### src/hw/rtl/deq_pkg.sv
package deq_pkg;

  localparam int unsigned DEQ_DEPTH  = 64;
  localparam int unsigned DATA_W     = 32;
  localparam int unsigned OP_W       = 3;
  localparam int unsigned STATUS_W   = 2;
  localparam int unsigned CNT_OUT_W  = 7;

  typedef enum logic [OP_W-1:0] {
    OP_PUSH_FRONT = 3'd0,
    OP_PUSH_END   = 3'd1,
    OP_POP_FRONT  = 3'd2,
    OP_POP_END    = 3'd3,
    OP_ERASE      = 3'd4,
    OP_COUNT      = 3'd5
  } deq_op_e;

  typedef enum logic [STATUS_W-1:0] {
    ST_OK        = 2'd0,
    ST_UNDERFLOW = 2'd1,
    ST_FULL      = 2'd2
  } deq_status_e;

  typedef struct packed {
    deq_status_e                status;
    logic signed [DATA_W-1:0]   popped_value;
    logic [CNT_OUT_W-1:0]       match_count;
    logic [CNT_OUT_W-1:0]       occupancy;
    logic signed [DATA_W-1:0]   front_value;
    logic signed [DATA_W-1:0]   last_value;
    logic                       is_empty;
  } deq_result_t;

endpackage

### src/hw/rtl/deque_with_value_erase.sv
// Channel  Direction  Handshake                 Payload
// in       sink       in_valid_i / in_stall_o   operation_i, value_i
// out      source     out_valid_o / out_stall_i status_o, popped_value_o, match_count_o,
//                                               occupancy_o, front_value_o, end_value_o,
//                                               is_empty_o
//
// One request at a time through a ring memory with one write port and a registered read.
// Push or ignored code: execute, read front and end; pop: capture the entry first.
// Erase and count walk one entry per cycle. Front and end reads are skipped
// when the queue is or ends empty; on an empty queue a no-op request reads no memory.
// Reset clears head, occupancy and all state; the memory needs no clearing pass.
// A stalled result holds in the output register while the next request runs.
module deque_with_value_erase #(
  parameter int unsigned DEPTH = deq_pkg::DEQ_DEPTH
) (
  input  logic                                 clk_i,
  input  logic                                 rst_ni,
  input  logic                                 in_valid_i,
  output logic                                 in_stall_o,
  input  logic [deq_pkg::OP_W-1:0]             operation_i,
  input  logic signed [deq_pkg::DATA_W-1:0]    value_i,
  output logic                                 out_valid_o,
  input  logic                                 out_stall_i,
  output logic [deq_pkg::STATUS_W-1:0]         status_o,
  output logic signed [deq_pkg::DATA_W-1:0]    popped_value_o,
  output logic [deq_pkg::CNT_OUT_W-1:0]        match_count_o,
  output logic [deq_pkg::CNT_OUT_W-1:0]        occupancy_o,
  output logic signed [deq_pkg::DATA_W-1:0]    front_value_o,
  output logic signed [deq_pkg::DATA_W-1:0]    end_value_o,
  output logic                                 is_empty_o
);
  import deq_pkg::*;

  logic        res_valid;
  logic        res_take;
  deq_result_t res;
  logic        out_valid_q;
  deq_result_t out_q;

  deq_seq #(.DEPTH(DEPTH)) u_seq (
    .clk_i       (clk_i),
    .rst_ni      (rst_ni),
    .in_valid_i  (in_valid_i),
    .in_stall_o  (in_stall_o),
    .operation_i (operation_i),
    .value_i     (value_i),
    .res_valid_o (res_valid),
    .res_take_i  (res_take),
    .res_o       (res)
  );

  // Load when the output register is empty or being drained this cycle.
  assign res_take = !out_valid_q || !out_stall_i;

  always_ff @(posedge clk_i or negedge rst_ni) begin
    if (!rst_ni) begin
      out_valid_q <= 1'b0;
      out_q       <= '0;
    end else if (res_take) begin
      out_valid_q <= res_valid;
      if (res_valid) begin
        out_q <= res;
      end
    end
  end

  assign out_valid_o    = out_valid_q;
  assign status_o       = out_q.status;
  assign popped_value_o = out_q.popped_value;
  assign match_count_o  = out_q.match_count;
  assign occupancy_o    = out_q.occupancy;
  assign front_value_o  = out_q.front_value;
  assign end_value_o    = out_q.last_value;
  assign is_empty_o     = out_q.is_empty;

  a_empty_flag: assert property (@(posedge clk_i) disable iff (!rst_ni)
    out_valid_q |-> (is_empty_o == (occupancy_o == '0 && DEPTH < 128)) || DEPTH >= 128)
    else $error("empty flag disagrees with occupancy");

  a_empty_zero: assert property (@(posedge clk_i) disable iff (!rst_ni)
    (out_valid_q && is_empty_o) |-> (front_value_o == '0 && end_value_o == '0))
    else $error("empty result shows stale entries");

  a_no_lost_result: assert property (@(posedge clk_i) disable iff (!rst_ni)
    (out_valid_q && out_stall_i) |=> out_valid_q)
    else $error("stalled result dropped");

endmodule

### src/hw/rtl/deq_ram.sv
module deq_ram #(
  parameter int unsigned DEPTH = deq_pkg::DEQ_DEPTH
) (
  input  logic                            clk_i,
  input  logic                            we_i,
  input  logic [$clog2(DEPTH)-1:0]        waddr_i,
  input  logic [deq_pkg::DATA_W-1:0]      wdata_i,
  input  logic [$clog2(DEPTH)-1:0]        raddr_i,
  output logic [deq_pkg::DATA_W-1:0]      rdata_o
);
  import deq_pkg::*;

  logic [DATA_W-1:0] mem_q [DEPTH];
  logic [DATA_W-1:0] rdata_q;

  always_ff @(posedge clk_i) begin
    if (we_i) begin
      mem_q[waddr_i] <= wdata_i;
    end
    rdata_q <= mem_q[raddr_i];
  end

  assign rdata_o = rdata_q;

endmodule

### src/hw/rtl/deq_seq.sv
module deq_seq #(
  parameter int unsigned DEPTH = deq_pkg::DEQ_DEPTH
) (
  input  logic                              clk_i,
  input  logic                              rst_ni,
  input  logic                              in_valid_i,
  output logic                              in_stall_o,
  input  logic [deq_pkg::OP_W-1:0]          operation_i,
  input  logic signed [deq_pkg::DATA_W-1:0] value_i,
  output logic                              res_valid_o,
  input  logic                              res_take_i,
  output deq_pkg::deq_result_t              res_o
);
  import deq_pkg::*;

  localparam int unsigned IW = $clog2(DEPTH);
  localparam int unsigned CW = $clog2(DEPTH + 1);
  localparam int unsigned SW = IW + 2;

  typedef enum logic [2:0] {
    S_IDLE,
    S_EXEC,
    S_POP_CAP,
    S_WALK,
    S_FRONT_RD,
    S_END_RD,
    S_END_CAP,
    S_EMIT
  } state_e;

  state_e             state_q, state_d;
  logic [OP_W-1:0]    op_q, op_d;
  logic [DATA_W-1:0]  val_q, val_d;
  logic [IW-1:0]      head_q, head_d;
  logic [CW-1:0]      count_q, count_d;
  logic [CW-1:0]      rd_idx_q, rd_idx_d;
  logic [CW-1:0]      kept_q, kept_d;
  logic [CW-1:0]      match_q, match_d;
  logic               pend_q, pend_d;
  deq_status_e        status_q, status_d;
  logic [DATA_W-1:0]  popped_q, popped_d;
  logic [DATA_W-1:0]  front_q, front_d;
  logic [DATA_W-1:0]  last_q, last_d;

  logic               we;
  logic [IW-1:0]      waddr;
  logic [DATA_W-1:0]  wdata;
  logic [IW-1:0]      raddr;
  logic [DATA_W-1:0]  rdata;
  logic               full;
  logic               empty;

  // Ring slot of an offset from the head; the sum stays below twice DEPTH.
  function automatic logic [IW-1:0] slot(input logic [IW-1:0] h, input logic [CW-1:0] off);
    logic [SW-1:0] s;
    s = SW'(h) + SW'(off);
    if (s >= SW'(DEPTH)) begin
      s = s - SW'(DEPTH);
    end
    return s[IW-1:0];
  endfunction

  deq_ram #(.DEPTH(DEPTH)) u_ram (
    .clk_i   (clk_i),
    .we_i    (we),
    .waddr_i (waddr),
    .wdata_i (wdata),
    .raddr_i (raddr),
    .rdata_o (rdata)
  );

  assign full  = (count_q == CW'(DEPTH));
  assign empty = (count_q == '0);

  always_comb begin
    state_d  = state_q;
    op_d     = op_q;
    val_d    = val_q;
    head_d   = head_q;
    count_d  = count_q;
    rd_idx_d = rd_idx_q;
    kept_d   = kept_q;
    match_d  = match_q;
    pend_d   = pend_q;
    status_d = status_q;
    popped_d = popped_q;
    front_d  = front_q;
    last_d   = last_q;
    we       = 1'b0;
    waddr    = head_q;
    wdata    = val_q;
    raddr    = head_q;

    case (state_q)
      S_IDLE: begin
        if (in_valid_i) begin
          op_d     = operation_i;
          val_d    = value_i;
          rd_idx_d = '0;
          kept_d   = '0;
          match_d  = '0;
          pend_d   = 1'b0;
          status_d = ST_OK;
          popped_d = '0;
          state_d  = S_EXEC;
        end
      end
      S_EXEC: begin
        case (op_q)
          OP_PUSH_FRONT: begin
            if (full) begin
              status_d = ST_FULL;
            end else begin
              head_d  = (head_q == '0) ? IW'(DEPTH - 1) : head_q - 1'b1;
              we      = 1'b1;
              waddr   = head_d;
              count_d = count_q + 1'b1;
            end
            state_d = S_FRONT_RD;
          end
          OP_PUSH_END: begin
            if (full) begin
              status_d = ST_FULL;
            end else begin
              we      = 1'b1;
              waddr   = slot(head_q, count_q);
              count_d = count_q + 1'b1;
            end
            state_d = S_FRONT_RD;
          end
          OP_POP_FRONT, OP_POP_END: begin
            if (empty) begin
              status_d = ST_UNDERFLOW;
              state_d  = S_EMIT;
            end else begin
              raddr   = (op_q == OP_POP_FRONT) ? head_q : slot(head_q, count_q - 1'b1);
              state_d = S_POP_CAP;
            end
          end
          OP_ERASE: begin
            if (empty) begin
              status_d = ST_UNDERFLOW;
              state_d  = S_EMIT;
            end else begin
              state_d = S_WALK;
            end
          end
          OP_COUNT: begin
            state_d = S_WALK;
          end
          default: begin
            state_d = empty ? S_EMIT : S_FRONT_RD;
          end
        endcase
      end
      S_POP_CAP: begin
        popped_d = rdata;
        if (op_q == OP_POP_FRONT) begin
          head_d = slot(head_q, CW'(1));
        end
        count_d = count_q - 1'b1;
        state_d = (count_q == CW'(1)) ? S_EMIT : S_FRONT_RD;
      end
      S_WALK: begin
        // Compare the entry read last cycle; compact survivors toward the head.
        if (pend_q) begin
          if (rdata == val_q) begin
            match_d = match_q + 1'b1;
          end else if (op_q == OP_ERASE) begin
            we     = 1'b1;
            waddr  = slot(head_q, kept_q);
            wdata  = rdata;
            kept_d = kept_q + 1'b1;
          end
        end
        if (rd_idx_q != count_q) begin
          raddr    = slot(head_q, rd_idx_q);
          rd_idx_d = rd_idx_q + 1'b1;
          pend_d   = 1'b1;
        end else begin
          pend_d = 1'b0;
          if (op_q == OP_ERASE) begin
            count_d = kept_d;
          end
          state_d = (count_d == '0) ? S_EMIT : S_FRONT_RD;
        end
      end
      S_FRONT_RD: begin
        raddr   = head_q;
        state_d = S_END_RD;
      end
      S_END_RD: begin
        front_d = rdata;
        raddr   = slot(head_q, count_q - 1'b1);
        state_d = S_END_CAP;
      end
      S_END_CAP: begin
        last_d  = rdata;
        state_d = S_EMIT;
      end
      S_EMIT: begin
        if (res_take_i) begin
          state_d = S_IDLE;
        end
      end
      default: begin
        state_d = S_IDLE;
      end
    endcase
  end

  always_ff @(posedge clk_i or negedge rst_ni) begin
    if (!rst_ni) begin
      state_q  <= S_IDLE;
      op_q     <= '0;
      val_q    <= '0;
      head_q   <= '0;
      count_q  <= '0;
      rd_idx_q <= '0;
      kept_q   <= '0;
      match_q  <= '0;
      pend_q   <= 1'b0;
      status_q <= ST_OK;
      popped_q <= '0;
      front_q  <= '0;
      last_q   <= '0;
    end else begin
      state_q  <= state_d;
      op_q     <= op_d;
      val_q    <= val_d;
      head_q   <= head_d;
      count_q  <= count_d;
      rd_idx_q <= rd_idx_d;
      kept_q   <= kept_d;
      match_q  <= match_d;
      pend_q   <= pend_d;
      status_q <= status_d;
      popped_q <= popped_d;
      front_q  <= front_d;
      last_q   <= last_d;
    end
  end

  assign in_stall_o  = (state_q != S_IDLE);
  assign res_valid_o = (state_q == S_EMIT);

  always_comb begin
    res_o.status       = status_q;
    res_o.popped_value = popped_q;
    res_o.match_count  = CNT_OUT_W'(match_q);
    res_o.occupancy    = CNT_OUT_W'(count_q);
    res_o.front_value  = empty ? '0 : front_q;
    res_o.last_value   = empty ? '0 : last_q;
    res_o.is_empty     = empty;
  end

  a_count_bound: assert property (@(posedge clk_i) disable iff (!rst_ni)
    count_q <= CW'(DEPTH))
    else $error("occupancy above depth");

  a_erase_books: assert property (@(posedge clk_i) disable iff (!rst_ni)
    (state_q == S_WALK && op_q == OP_ERASE) |->
      ((CW+1)'(kept_q) + (CW+1)'(match_q) + (CW+1)'(pend_q) == (CW+1)'(rd_idx_q)))
    else $error("erase walk lost track of entries");

  a_write_state: assert property (@(posedge clk_i) disable iff (!rst_ni)
    we |-> (state_q == S_EXEC || state_q == S_WALK))
    else $error("memory write outside push or erase");

  a_walk_no_grow: assert property (@(posedge clk_i) disable iff (!rst_ni)
    (state_q == S_WALK && state_d != S_WALK) |=> count_q <= $past(count_q))
    else $error("walk grew the queue");

endmodule
### config.mk
export PLATFORM = sky130hd
export DESIGN_NAME = deque_with_value_erase
export DESIGN_NICKNAME = d
export VERILOG_FILES = /design/src/hw/rtl/deq_pkg.sv /design/src/hw/rtl/deque_with_value_erase.sv /design/src/hw/rtl/deq_ram.sv /design/src/hw/rtl/deq_seq.sv
export SDC_FILE = /design/constraint.sdc
export NUM_CORES = 2
export LEC_CHECK = 0
export BUFFER_PORTS_ARGS = -buffer_cell sky130_fd_sc_hd__buf_4
export CAP_MARGIN = 40
export CORE_MARGIN = 2
export CORE_UTILIZATION = 55
export CTS_BUF_LIST = sky130_fd_sc_hd__clkbuf_8 sky130_fd_sc_hd__clkbuf_16
export CTS_CLUSTER_DIAMETER = 200
export DETAILED_ROUTE_END_ITERATION = 16
export PLACE_DENSITY = 0.75
export SYNTH_ARGS = -nofsm -noshare
export SYNTH_HDL_FRONTEND = slang
export SYNTH_HIERARCHICAL = 1
export SYNTH_SLANG_ARGS = --single-unit
### constraint.sdc
create_clock -name clk_i -period 6 [get_ports clk_i]
set_clock_uncertainty 0.05 [all_clocks]
set_input_delay 0 -clock clk_i [delete_from_list [all_inputs] [get_ports clk_i]]
set_output_delay 0 -clock clk_i [all_outputs]
set_load 0.05 [all_outputs]
==> summary.txt <==
Status
  – Status: completed

Placement
  – Port Buf Inserts: 153
  – Gpl congestion: 0.904
  – DP HPWL: 149 mm
  – Post-placement cell count: 7,086
  – Area after DPL: 98,800 um^2
  – Pre-CTS setup slack: 0.560 ns

Floorplanning
  – Core area: 167,000 um^2
  – Die area: 172,000 um^2
  – Num rows: 150
  – Die height: 415 um
  – Chip width: 415 um
  – Num ports: 154
  – Starting density of the core: 0.555

Logic synthesis
  – Syn Std Cell Area: 92,900 um^2
  – Synth top cells by count: edfxtp_1, mux4_2, dfrtp_1
  – Synth Warn #: 6
  – Ys async rst share: 0.121
  – Unique masters post-synth: 76
  – Register area share after synthesis: 0.746
  – Synth top area cells: edfxtp_1, mux4_2, dfrtp_1
  – Synth top area share: 0.662
  – Yosys top cell by area: edfxtp_1
  – Most common cell in the netlist: edfxtp_1
  – Post-Syn Nets: 4,790
  – #FFs+latches synth: 2,365
  – Average cell area after synthesis: 19.7 um^2
  – Number of flops mapped to enable cells by yosys: 2,048
  – Syn Inst Count: 4,719
  – Dominant synthesized flop cell: edfxtp_1

Detailed routing
  – Vias: 50,200
  – WL/cell: 32.1 um
  – First DRT Iteration DRCs: 8,070
  – First drt pass iteration count: 6
  – WL final: 245 mm
  – Drt drc: 0
  – Via/cell ratio: 6.59
  – Final ANT Viol Nets: 0

STA
  – Setup TNS: 0 ns
  – Setup WS post-layout: 0.339 ns
  – Slew margin rel.: 0.323
  – Max-slew violations: 0
  – Min Clock Period, post-route: 5.66 ns
  – Setup violators final: 0
  – RSZ-0062 raised after global routing: no
  – Achievable clock frequency: 0.177 GHz
  – Count of final hold-check violations: 0
  – Worst Tran Pin Value: 1.02 ns
  – Fin crit share: 0.943

CTS
  – Root buffer cell: clkbuf_16
  – H-tree depth: 4
  – Clk sinks: 2,365
  – Clock Pin Slew Worst Setup and Hold Paths: 0.06 ns
  – Clk_lat worst skew: 0.90 ns
  – CTS tree: yes
  – Clock buffer count from CTS: 220
  – Post-CTS Setup Bufs: 0
  – Clock buffer depth: 3

Worst setup path
  – Delay-heaviest family, CP: compound AO/OA/AOI/OAI gates
  – Crit. End Element: flop
  – Worst Path Required: 6.66 ns
  – Crit-path max FO: 40
  – Slowest cell on crit path: a21oi_1
  – Type of origin of the critical path: flop
  – CP most frequent cell: a21oi_1
  – Worst path cell trace: inv_1 > ha_1 > nor2b_1 > nand3_2 > nand4b_1 > o21ai_0 > a222oi_1 > inv_8 > buf_12 > mux4_2 > mux2i_1 > a21oi_1 > a21oi_1 > a221oi_1
  – Buf+Inv Stages, Crit Path: 3
  – WP data arrival: 6.32 ns
  – WS Path Type: reg -> reg
  – Slowest stage delay, CP: 0.70 ns
  – Reg-to-Reg Start: u_seq/count_q[0]
  – R2R setup slack: 0.34 ns
  – Crit path launch: u_seq/count_q[0]

Cells and area
  – Layout cells sized above 1: 0.282
  – Area Overhead vs Synth: 15.6%
  – Final net count: 5,291
  – Post-layout util: 0.641
  – Design area: 107,000 um^2
  – Filler Cell Count: 10,800
  – Final non-filler cell total: 7,623

Global route
  – Vias in the first global route: 50,200
  – Largest net degree at the start of global routing: 134
  – Gr ovfl total: 0
  – Antenna violations before repair: 11
  – First-pass GRT wire length: 355 mm
  – Total track usage: 0.286

Worst hold path
  – Hold_sp: in_valid_i
  – Hold Crit Class: in -> reg

Job
  – Max Cap Viol: 0

Pwr
  – Pleak: 0.0360 uW
  – PwrDens: 614 nW/um^2
  – Maximum VDD drop: 435 uV
state kept, by name, indices dropped and copies added, names as in the netlist, 32 cells and up:
register	flops
u_seq/last_q	32
front_value_o	32
end_value_o	32
u_seq/front_q	32
u_seq/u_ram/mem_q	2048
popped_value_o	32
u_seq/popped_q	32
u_seq/val_q	32
u_seq/u_ram/rdata_o	32
worst paths after layout:
path / endpoint / cells past startpoint
setup / recovery: u_seq/u_ram/rdata_o[22] / 14
hold / removal: u_seq/match_q[3] / 5
setup reg to reg: u_seq/u_ram/rdata_o[22] / 14
hold reg to reg: match_count_o[0] / 1
max in group asynchronous: end_value_o[20] / 4
min in group asynchronous: u_seq/val_q[30] / 4
layout make-up:
type	count	area, um^2	area share
flip-flops and latches	2365	69300	0.646
multi-input cells	2060	22600	0.211
clock buffers	233	5710	0.0532
repair buffers	556	5280	0.0492
well taps	2204	2760	0.0257
clock inverters	185	1590	0.0148
inverters	17	78.8	0.000735
diodes	3	7.51	0.0000700
per-stage QoR:
stage	hold slack [ns]	total power, uW
after floorplan	-0.346	39700
after global placement	0.145	50900
after detailed placement	0.145	51600
after CTS	0.0730	65600
after global routing	0.174	67900
final	0.149	65900
cells in the final DEF (no fill, tap or decap), types with 15 or more instances in the layout:
| cell type | Yosys | layout |
|---|---|---|
| bufinv_16 | 0 | 18 |
| ha_1 | 28 | 28 |
| o31ai_1 | 19 | 19 |
| dlygate4sd3_1 | 0 | 114 |
| xnor2_1 | 49 | 49 |
| mux4_2 | 500 | 500 |
| a22o_1 | 36 | 36 |
| o22ai_1 | 92 | 92 |
| clkinv_2 | 0 | 40 |
| nor2_1 | 155 | 91 |
| a21oi_1 | 93 | 93 |
| inv_1 | 17 | 56 |
| mux2_2 | 162 | 160 |
| nor2_4 | 1 | 65 |
| a211oi_1 | 24 | 24 |
| mux2_1 | 74 | 74 |
| mux2i_1 | 49 | 49 |
| clkinvlp_4 | 0 | 15 |
| nand2b_1 | 17 | 17 |
| dfrtp_1 | 285 | 285 |
| clkbuf_16 | 0 | 222 |
| o221ai_1 | 19 | 19 |
| a22oi_1 | 53 | 53 |
| a221oi_1 | 51 | 51 |
| buf_12 | 0 | 55 |
| dfxtp_1 | 32 | 32 |
| edfxtp_1 | 2048 | 2048 |
| clkinv_1 | 0 | 49 |
| nand4_1 | 17 | 17 |
| buf_4 | 47 | 378 |
| o21ai_0 | 53 | 53 |
| xor2_1 | 25 | 25 |
| and2_1 | 73 | 72 |
| nand2_1 | 263 | 262 |
| nand3_1 | 68 | 67 |
layer usage:
metal | global-route usage | vias up | routed length [um]
li1 | - | 20300 | -
met1 | 0.405 | 26200 | 89200
met2 | 0.443 | 3366 | 115000
met3 | 0.0629 | 469 | 31200
met4 | 0.102 | 0 | 9320
met5 | 0 | - | 0
what timing repair did:
item                      CTS  global route
hold buffers              115             0
resized for setup           0             0
hold endpoints to repair  394             0
worst min-delay path, delay by kind of cell:
family	cells	cell delay, ns
buffers and inverters	3	0.81
and+or+nand+nor	2	0.25
cell families (layout without fill, tap and decap cells):
| family | after synthesis | after routing | share of synthesized area |
|---|---|---|---|
| other | 0 | 3 | 0 |
| buffers and inverters | 294 | 991 | 0.0165 |
| muxes | 785 | 785 | 0.155 |
| AOI/OAI and AO/OA | 498 | 498 | 0.0371 |
| xor gates and xnor gates | 74 | 74 | 0.00698 |
| and+or+nand+nor | 671 | 671 | 0.0336 |
| adders and majority gates | 32 | 32 | 0.00464 |
| DFF | 2365 | 2365 | 0.746 |
power breakdown:
part / internal (uW) / leakage [uW] / switching [uW]
logic: 11400 / 0.00997 / 18200
registers: 21000 / 0.0224 / 1450
clock network: 7690 / 0.00369 / 6190
(Power assumes the default switching activity.)
